$ cat config.mk
export PLATFORM = sky130hd
export DESIGN_NAME = sliding_window_latency_stats
export DESIGN_NICKNAME = d
export VERILOG_FILES = /design/src/hw/rtl/swls_pkg.sv /design/src/hw/rtl/swls_div.sv /design/src/hw/rtl/swls_datapath.sv /design/src/hw/rtl/swls_ctrl.sv /design/src/hw/rtl/sliding_window_latency_stats.sv
export SDC_FILE = /design/constraint.sdc
export NUM_CORES = 2
export LEC_CHECK = 0
export CAP_MARGIN = 20
export CORE_ASPECT_RATIO = 1.2
export CORE_UTILIZATION = 60
export DETAILED_ROUTE_END_ITERATION = 8
export DONT_BUFFER_PORTS = 1
export PLACE_DENSITY = 0.76
export SLEW_MARGIN = 20
export SYNTH_ARGS = -nofsm -noshare
export SYNTH_HDL_FRONTEND = slang
export SYNTH_HIERARCHICAL = 1
export SYNTH_SLANG_ARGS = --single-unit
$ cat constraint.sdc
create_clock -name clk -period 28.5 [get_ports clk]
set_clock_uncertainty 0.1 [all_clocks]
set_input_delay 5.7 -clock clk [delete_from_list [all_inputs] [get_ports clk]]
set_output_delay 5.7 -clock clk [all_outputs]
set_load 0.005 [all_outputs]
$ cat src/hw/rtl/swls_pkg.sv
// ----------------------------------------------------------------------------
// swls_pkg
// Shared types and constants for the sliding window latency statistics block.
// ----------------------------------------------------------------------------
package swls_pkg;

  localparam int unsigned SAMPLE_W    = 24;
  localparam int unsigned COUNT_W     = 32;
  localparam int unsigned RATE_W      = 32;
  localparam int unsigned BIT_W       = 5;
  localparam int unsigned WINDOW_DEF  = 128;
  localparam int unsigned PCT_MIN     = 10;
  localparam int unsigned PCT_NUM     = 99;
  localparam int unsigned PCT_DEN     = 100;
  // floor(x/100) as (x*5243)>>19, exact for x below 43699
  localparam int unsigned PCT_RECIP   = 5243;
  localparam int unsigned PCT_RECIP_W = 13;
  localparam int unsigned PCT_SHIFT   = 19;
  localparam logic [RATE_W-1:0] RATE_SCALE = 32'd1000000000;

  typedef enum logic {
    DIV_MEAN = 1'b0,
    DIV_RATE = 1'b1
  } div_sel_t;

  typedef struct packed {
    logic     write;
    logic     div_start;
    div_sel_t div_sel;
    logic     scan_start;
    logic     pass_end;
    logic     load_out;
  } cmd_t;

  typedef struct packed {
    logic div_done;
    logic scan_done;
    logic last_bit;
    logic mean_zero;
  } status_t;

endpackage

$ cat src/hw/rtl/swls_div.sv
// ----------------------------------------------------------------------------
// swls_div
// Restoring divider, one quotient bit per cycle.
// ----------------------------------------------------------------------------
module swls_div #(
  parameter int unsigned DVW = 35,
  parameter int unsigned DSW = 24
) (
  input  logic           clk,
  input  logic           rst,
  input  logic           start,
  input  logic [DVW-1:0] dividend,
  input  logic [DSW-1:0] divisor,
  output logic           done,
  output logic [DVW-1:0] quotient
);

  localparam int unsigned CNW = $clog2(DVW);

  logic           busy;
  logic [CNW-1:0] cnt;
  logic [DSW-1:0] rem;
  logic [DSW-1:0] dvs;
  logic [DSW:0]   trial;
  logic           fits;

  assign trial = {rem, quotient[DVW-1]};
  assign fits  = (trial >= {1'b0, dvs});

  always_ff @(posedge clk) begin
    if (rst) begin
      busy <= 1'b0;
      done <= 1'b0;
    end else begin
      done <= 1'b0;
      if (start) begin
        busy <= 1'b1;
        cnt  <= CNW'(DVW - 1);
      end else if (busy) begin
        cnt <= cnt - 1'b1;
        if (cnt == '0) begin
          busy <= 1'b0;
          done <= 1'b1;
        end
      end
    end
  end

  always_ff @(posedge clk) begin
    if (start) begin
      quotient <= dividend;
      rem      <= '0;
      dvs      <= divisor;
    end else if (busy) begin
      if (fits) begin
        rem <= DSW'(trial - {1'b0, dvs});
      end else begin
        rem <= trial[DSW-1:0];
      end
      quotient <= {quotient[DVW-2:0], fits};
    end
  end

endmodule

$ cat src/hw/rtl/swls_datapath.sv
// ----------------------------------------------------------------------------
// swls_datapath
// Sample window memory, scan accumulators, rank search and result registers.
// ----------------------------------------------------------------------------
module swls_datapath #(
  parameter int unsigned WINDOW = swls_pkg::WINDOW_DEF
) (
  input  logic                               clk,
  input  logic                               rst,
  input  swls_pkg::cmd_t                     cmd,
  output swls_pkg::status_t                  status,
  input  logic [swls_pkg::SAMPLE_W-1:0]      latency_us,
  output logic [swls_pkg::COUNT_W-1:0]       total_count,
  output logic [swls_pkg::SAMPLE_W-1:0]      mean_us,
  output logic [swls_pkg::SAMPLE_W-1:0]      min_us,
  output logic [swls_pkg::SAMPLE_W-1:0]      max_us,
  output logic [swls_pkg::SAMPLE_W-1:0]      pct99_us,
  output logic                               pct99_valid,
  output logic [swls_pkg::RATE_W-1:0]        rate_millifps
);

  localparam int unsigned SW_ = swls_pkg::SAMPLE_W;
  localparam int unsigned AW  = $clog2(WINDOW);
  localparam int unsigned CW  = $clog2(WINDOW + 1);
  localparam int unsigned SMW = SW_ + CW;
  localparam int unsigned DVW = (SMW > swls_pkg::RATE_W) ? SMW : swls_pkg::RATE_W;
  localparam int unsigned PW  = CW + $clog2(swls_pkg::PCT_DEN);
  localparam int unsigned PPW = PW + swls_pkg::PCT_RECIP_W;

  logic [SW_-1:0] mem [WINDOW];

  logic [CW-1:0]                   fill;
  logic [AW-1:0]                   oldest;
  logic [swls_pkg::COUNT_W-1:0]    total;
  logic [CW-1:0]                   idx;
  logic                            scan_active;
  logic                            rd_valid;
  logic [SW_-1:0]                  rd_data;
  logic [SMW-1:0]                  sum;
  logic [SW_-1:0]                  mn;
  logic [SW_-1:0]                  mx;
  logic [CW-1:0]                   less;
  logic [swls_pkg::BIT_W-1:0]      bit_idx;
  logic [SW_-1:0]                  prefix;
  logic [SW_-1:0]                  cand;
  logic [CW-1:0]                   rank;
  logic [SW_-1:0]                  mean;
  logic [swls_pkg::RATE_W-1:0]     rate;
  logic [SW_-1:0]                  held_pct;
  swls_pkg::div_sel_t              sel;
  logic [AW-1:0]                   wr_addr;
  logic                            full;
  logic                            stats_pass;
  logic [PW-1:0]                   pct_num;
  logic [PPW-1:0]                  pct_prod;
  logic                            div_done;
  logic [DVW-1:0]                  quot;
  logic [DVW-1:0]                  dvd;
  logic [SW_-1:0]                  dvs;
  logic                            pct_ok;

  assign full       = (fill == CW'(WINDOW));
  assign wr_addr    = full ? oldest : fill[AW-1:0];
  assign cand       = prefix | (SW_'(1) << bit_idx);
  assign stats_pass = (bit_idx == swls_pkg::BIT_W'(SW_ - 1));
  assign pct_ok     = (fill >= CW'(swls_pkg::PCT_MIN));

  // rank floor(n*99/100) as n minus ceil(n/100)
  assign pct_num  = PW'(fill) + PW'(swls_pkg::PCT_DEN - 1);
  assign pct_prod = PPW'(pct_num) * PPW'(swls_pkg::PCT_RECIP);
  assign rank     = fill - CW'(pct_prod >> swls_pkg::PCT_SHIFT);

  always_comb begin
    case (cmd.div_sel)
      swls_pkg::DIV_MEAN: begin
        dvd = DVW'(sum);
        dvs = SW_'(fill);
      end
      default: begin
        dvd = DVW'(swls_pkg::RATE_SCALE);
        dvs = mean;
      end
    endcase
  end

  swls_div #(
    .DVW (DVW),
    .DSW (SW_)
  ) u_div (
    .clk      (clk),
    .rst      (rst),
    .start    (cmd.div_start),
    .dividend (dvd),
    .divisor  (dvs),
    .done     (div_done),
    .quotient (quot)
  );

  // window memory
  always_ff @(posedge clk) begin
    if (cmd.write) begin
      mem[wr_addr] <= latency_us;
    end
    rd_data <= mem[idx[AW-1:0]];
  end

  // control state
  always_ff @(posedge clk) begin
    if (rst) begin
      fill        <= '0;
      oldest      <= '0;
      total       <= '0;
      scan_active <= 1'b0;
      rd_valid    <= 1'b0;
      held_pct    <= '0;
    end else begin
      if (cmd.write) begin
        if (total != '1) begin
          total <= total + 1'b1;
        end
        if (full) begin
          oldest <= (oldest == AW'(WINDOW - 1)) ? '0 : oldest + 1'b1;
        end else begin
          fill <= fill + 1'b1;
        end
      end
      if (cmd.scan_start) begin
        scan_active <= 1'b1;
        rd_valid    <= 1'b0;
      end else if (scan_active) begin
        if (idx < fill) begin
          rd_valid <= 1'b1;
        end else begin
          rd_valid    <= 1'b0;
          scan_active <= 1'b0;
        end
      end else begin
        rd_valid <= 1'b0;
      end
      if (cmd.load_out && pct_ok) begin
        held_pct <= prefix;
      end
    end
  end

  // scan accumulators and rank search
  always_ff @(posedge clk) begin
    if (cmd.write) begin
      sum     <= '0;
      mn      <= '1;
      mx      <= '0;
      prefix  <= '0;
      bit_idx <= swls_pkg::BIT_W'(SW_ - 1);
    end
    if (cmd.scan_start) begin
      idx  <= '0;
      less <= '0;
    end else begin
      if (scan_active && idx < fill) begin
        idx <= idx + 1'b1;
      end
      if (rd_valid) begin
        if (rd_data < cand) begin
          less <= less + 1'b1;
        end
        if (stats_pass) begin
          sum <= sum + SMW'(rd_data);
          if (rd_data < mn) mn <= rd_data;
          if (rd_data > mx) mx <= rd_data;
        end
      end
    end
    if (cmd.pass_end) begin
      if (less <= rank) begin
        prefix <= cand;
      end
      bit_idx <= bit_idx - 1'b1;
    end
    if (cmd.div_start) begin
      sel <= cmd.div_sel;
    end
    if (div_done) begin
      case (sel)
        swls_pkg::DIV_MEAN: mean <= quot[SW_-1:0];
        default:            rate <= quot[swls_pkg::RATE_W-1:0];
      endcase
    end
  end

  // result registers
  always_ff @(posedge clk) begin
    if (cmd.load_out) begin
      total_count   <= total;
      mean_us       <= mean;
      min_us        <= mn;
      max_us        <= mx;
      pct99_us      <= pct_ok ? prefix : held_pct;
      pct99_valid   <= pct_ok;
      rate_millifps <= (mean == '0) ? '1 : rate;
    end
  end

  assign status.div_done  = div_done;
  assign status.scan_done = !scan_active && !rd_valid && !cmd.scan_start;
  assign status.last_bit  = (bit_idx == '0);
  assign status.mean_zero = (mean == '0);

endmodule

$ cat src/hw/rtl/swls_ctrl.sv
// ----------------------------------------------------------------------------
// swls_ctrl
// Sequencer for one sample: store, bit search passes, mean and rate divides.
// ----------------------------------------------------------------------------
module swls_ctrl (
  input  logic              clk,
  input  logic              rst,
  input  logic              in_valid,
  output logic              in_stall,
  output logic              out_valid,
  input  logic              out_stall,
  output swls_pkg::cmd_t    cmd,
  input  swls_pkg::status_t status
);

  typedef enum logic [3:0] {
    S_IDLE, S_START, S_SCAN, S_STEP,
    S_MDIV, S_MWAIT, S_FDIV, S_FWAIT, S_PUT
  } state_t;

  state_t state;
  logic   out_free;

  assign in_stall = (state != S_IDLE);
  assign out_free = !out_valid || !out_stall;

  always_comb begin
    cmd            = '0;
    cmd.div_sel    = swls_pkg::DIV_MEAN;
    case (state)
      S_IDLE:  cmd.write = in_valid;
      S_START: cmd.scan_start = 1'b1;
      S_STEP:  cmd.pass_end = 1'b1;
      S_MDIV: begin
        cmd.div_start = 1'b1;
        cmd.div_sel   = swls_pkg::DIV_MEAN;
      end
      S_FDIV: begin
        cmd.div_start = 1'b1;
        cmd.div_sel   = swls_pkg::DIV_RATE;
      end
      S_PUT:   cmd.load_out = out_free;
      default: cmd = '0;
    endcase
  end

  always_ff @(posedge clk) begin
    if (rst) begin
      state     <= S_IDLE;
      out_valid <= 1'b0;
    end else begin
      if (state == S_PUT && out_free) begin
        out_valid <= 1'b1;
      end else if (out_valid && !out_stall) begin
        out_valid <= 1'b0;
      end
      case (state)
        S_IDLE:  if (in_valid) state <= S_START;
        S_START: state <= S_SCAN;
        S_SCAN:  if (status.scan_done) state <= S_STEP;
        S_STEP:  state <= status.last_bit ? S_MDIV : S_START;
        S_MDIV:  state <= S_MWAIT;
        S_MWAIT: if (status.div_done) state <= S_FDIV;
        S_FDIV:  state <= status.mean_zero ? S_PUT : S_FWAIT;
        S_FWAIT: if (status.div_done) state <= S_PUT;
        S_PUT: begin
          if (out_free) begin
            state <= S_IDLE;
          end
        end
        default: state <= S_IDLE;
      endcase
    end
  end

endmodule

$ cat src/hw/rtl/sliding_window_latency_stats.sv
// ----------------------------------------------------------------------------
// sliding_window_latency_stats
// Mean, min, max, 99th percentile and rate over the last WINDOW samples.
// ----------------------------------------------------------------------------
// One sample is taken at a time and yields one result beat. The divider is
// 32 bits wide, or 24 plus the fill count width if wider. The percentile is
// found by a 24-pass bitwise search that reads the window memory once per
// cycle, its rank comes from a constant multiply, and the mean and the rate
// come from one shared divider producing a quotient bit per cycle. A
// finished result waits in the output registers while the next sample is
// taken.
module sliding_window_latency_stats #(
  parameter int unsigned WINDOW = swls_pkg::WINDOW_DEF
) (
  input  logic                          clk,
  input  logic                          rst,
  input  logic                          in_valid,
  output logic                          in_stall,
  input  logic [swls_pkg::SAMPLE_W-1:0] latency_us,
  output logic                          out_valid,
  input  logic                          out_stall,
  output logic [swls_pkg::COUNT_W-1:0]  total_count,
  output logic [swls_pkg::SAMPLE_W-1:0] mean_us,
  output logic [swls_pkg::SAMPLE_W-1:0] min_us,
  output logic [swls_pkg::SAMPLE_W-1:0] max_us,
  output logic [swls_pkg::SAMPLE_W-1:0] pct99_us,
  output logic                          pct99_valid,
  output logic [swls_pkg::RATE_W-1:0]   rate_millifps
);

  swls_pkg::cmd_t    cmd;
  swls_pkg::status_t status;

  swls_ctrl u_ctrl (
    .clk       (clk),
    .rst       (rst),
    .in_valid  (in_valid),
    .in_stall  (in_stall),
    .out_valid (out_valid),
    .out_stall (out_stall),
    .cmd       (cmd),
    .status    (status)
  );

  swls_datapath #(
    .WINDOW (WINDOW)
  ) u_datapath (
    .clk           (clk),
    .rst           (rst),
    .cmd           (cmd),
    .status        (status),
    .latency_us    (latency_us),
    .total_count   (total_count),
    .mean_us       (mean_us),
    .min_us        (min_us),
    .max_us        (max_us),
    .pct99_us      (pct99_us),
    .pct99_valid   (pct99_valid),
    .rate_millifps (rate_millifps)
  );

endmodule
==> results_dict.tcl <==
set metrics [dict create \
    syn_avg_cell_area_sq_um 20.3 \
    finalNonFillerCells 10700 \
    wl_per_cell_microns 33.7 \
    die_w_microns 448 \
    drcViolationCount 0 \
    synth_flop_cell "edfxtp_1" \
    slowest_stage "a2111oi_0" \
    r2r_end "u_datapath/prefix[17]" \
    finalHoldViolCount 0 \
    r2r_setup_slack_ps 19350 \
    maxCapViolCount 0 \
    critPathCaptureType "register" \
    timing.rr.start "u_datapath/fill[0]" \
    max_freq_ghz 0.109 \
    port-buffer-count 0 \
    syn_to_final_growth_pct 10.7 \
    die-area_sq_um 241000 \
    finalWeightedCongestion 0.882 \
    totalWireLength_mm 361 \
    cts_resized 0 \
    hold_end "u_datapath/total_count[28]" \
    netlist.top_cell.by_area "edfxtp_1" \
    dp_cells 10100 \
    htreeDepth 5 \
    numCtsBuffers 343 \
    startpoint_type "register" \
    synthCells 7062 \
    grt_pass1_vias 74100 \
    fin_crit_sh_pct 32.1 \
    ys_warn_count 6 \
    tns_ps 0 \
    vias 72900 \
    ir_drop_mv 0.0553 \
    clkTransAtPathRegs_ps 60 \
    p_per_area_nw_per_um2 77.1 \
    critPathKind "reg2reg" \
    fp.dieH_microns 538 \
    final_layout_size_suffix_gt1_share_pct 26.0 \
    cpMostUsedCell "ha_1" \
    postSynth.asyncResetShare_pct 0 \
    max_stage_delay_ps 650 \
    ant_nets 0 \
    cp_data_required_time_ps 29210 \
    reg2reg_depth 33 \
    slew_viol_final 0 \
    netlist.area_leader.share_pct 70.2 \
    drt_iter0_drc 10200 \
    coreArea_sq_um 238000 \
    rsz0062_at_grt "false" \
    cts_tree "yes" \
    drtPass1Iterations 6 \
    ys_types 85 \
    hold_depth 0 \
    cts_hold_buf 0 \
    p_leak_nw 50.3 \
    synth.yosys.seq_area_share_pct 73.7 \
    cp.arrival_ps 9860 \
    setup_viol 0 \
    grt_pass1_wl_mm 520 \
    dp_hpwl_mm 194 \
    min_from "u_datapath/total[28]" \
    syn_nets 7321 \
    hold_class "reg2reg" \
    clockBufferDepth 4 \
    run_status "complete, no violations" \
    post_cts_buffers 0 \
    crit_fanout 24 \
    cts_root_buf "clkbuf_16" \
    pre_cts_ws_ps 19350 \
    nFillCells 14300 \
    min_period_ps 9150 \
    grt_max_degree 139 \
    clock_latency_ps 930 \
    p_total_w 0.0122 \
    cts_num_sinks 3604 \
    grt_use_total_pct 30.3 \
    synth_area_leaders "edfxtp_1 (70%), mux4_2 (15%), dfxtp_1 (3.5%), ha_1 (1.8%), nor2_1 (0.89%)" \
    antenna_found_initial 17 \
    tightest_slew_ps 1190 \
    nets 7519 \
    netlist_area_sq_um 143000 \
    final.setup.worst_slack_ps 19350 \
    row_count 196 \
    synth_edf_count 3356 \
    critPathLaunch "u_datapath/fill[0]" \
    io_pins 191 \
    start_util_pct 60.4 \
    overflow 0 \
    relSlewSlack_pct 20.8 \
    synth_seq_cells 3604 \
    drt-vias-per-instance 6.81 \
    fin_util_pct 66.8 \
]
## routing by layer
layer  track usage, %  wire length (microns)
met1             39.6                 125000
met2             49.7                 179000
met3             6.34                  38800
met4             13.2                  18100
met5                0                     60
## through the flow
stage	area, sq um	hold slack [ps]
floorplan	143000	308
global placement	148000	320
detailed placement	148000	316
CTS	159000	347
global route	159000	361
finish	159000	344
## Yosys cell counts, types with 22 or more instances
cell and number:
a211oi_1 29, a21o_1 43, a21oi_1 133, a2bb2oi_1 26, and2_1 32, and3_1 25
buf_1 36, buf_2 102, clkbuf_1 196, dfxtp_1 248, edfxtp_1 3356, fa_1 30
ha_1 201, inv_1 168, mux2_2 93, mux2i_1 92, mux4_2 960, nand2_1 232
nand2b_1 22, nand3_1 78, nand4_1 33, nor2_1 340, nor2b_1 42, nor3_1 34
o21ai_0 80, o2bb2ai_1 23, or2_2 53, xnor2_1 62, xor2_1 37
## cell families (layout without fill, tap and decap cells)
family                     Yosys count  in the layout  share of synthesized area [%]
other                                0              4                              0
xor gates and xnor gates            99             99                          0.604
buffers and inverters              514            984                           1.47
DFF                               3604           3604                           73.7
muxes                             1145           1145                           16.4
and+or+nand+nor                    961            961                           3.16
adders and majority gates          231            231                           2.17
AOI/OAI and AO/OA                  508            508                           2.44
## worst max-delay path by stage
stage                                    endpoint  slack, ps  depth (start not counted)
final                       u_datapath/prefix[17]      19350                         33
after global routing        u_datapath/prefix[10]      18740                         33
after CTS                   u_datapath/prefix[21]      19300                         33
after floorplan           u_datapath/held_pct[10]      13040                          5
after global placement       u_datapath/prefix[0]      19200                         33
after detailed placement    u_datapath/prefix[21]      19350                         33
## flip-flops by register name, summed over array words and instances, names as in the netlist, 8 cells and up
register and count:
u_datapath/rate 32, u_datapath/prefix 24, u_datapath/mx 24, u_datapath/pct99_us 24, u_datapath/mean 24, u_datapath/rate_millifps 32
u_datapath/mn 24, u_datapath/held_pct 24, u_datapath/u_div/quotient 32, u_datapath/sum 32, u_datapath/mem 3072, u_datapath/fill 8
u_datapath/min_us 24, u_datapath/less 8, u_datapath/u_div/dvs 24, u_datapath/u_div/rem 24, u_datapath/total 32, u_datapath/max_us 24
u_datapath/idx 8, u_datapath/total_count 32, u_datapath/mean_us 24, u_datapath/rd_data 24
## report_power, final
| group | internal (W) | switching (W) | leakage [nW] | total (W) |
|---|---|---|---|---|
| clock network | 0.00251 | 0.00198 | 5.31 | 0.00449 |
| registers | 0.00585 | 0.000108 | 32.2 | 0.00595 |
| logic | 0.000866 | 0.000938 | 12.8 | 0.00180 |
| total | 0.00922 | 0.00303 | 50.3 | 0.0122 |
## worst max-delay path, delay by kind of cell (launching register included)
| family | cells | cell delay [ps] |
|---|---|---|
| buf+inv | 4 | 480 |
| compound gates | 10 | 2600 |
| flops | 1 | 590 |
| fa+ha+maj | 9 | 3340 |
| simple gates | 8 | 1630 |
| xor+xnor | 2 | 310 |
## cell type report
| cell class | instances | area [sq um] | area share [%] |
|---|---|---|---|
| multi-input combinational | 2944 | 36000 | 22.7 |
| antenna | 4 | 10.0 | 0.00630 |
| clock inverter | 203 | 1960 | 1.24 |
| tap | 3168 | 3960 | 2.50 |
| inverter | 172 | 648 | 0.408 |
| sequential | 3604 | 106000 | 66.6 |
| timing repair buffer | 195 | 1570 | 0.991 |
| clock buffer | 414 | 8940 | 5.63 |
## cells in the final DEF (no fill, tap or decap), drive strengths merged, types with 92 or more instances in the layout
master  instances
a21oi         134
buf           194
clkbuf        415
clkinv        146
dfxtp         248
edfxtp       3356
ha            201
inv           185
mux2           93
mux2i          92
mux4          960
nand2         232
nor2          340
Note: power is estimated with default switching activity, not from simulation.
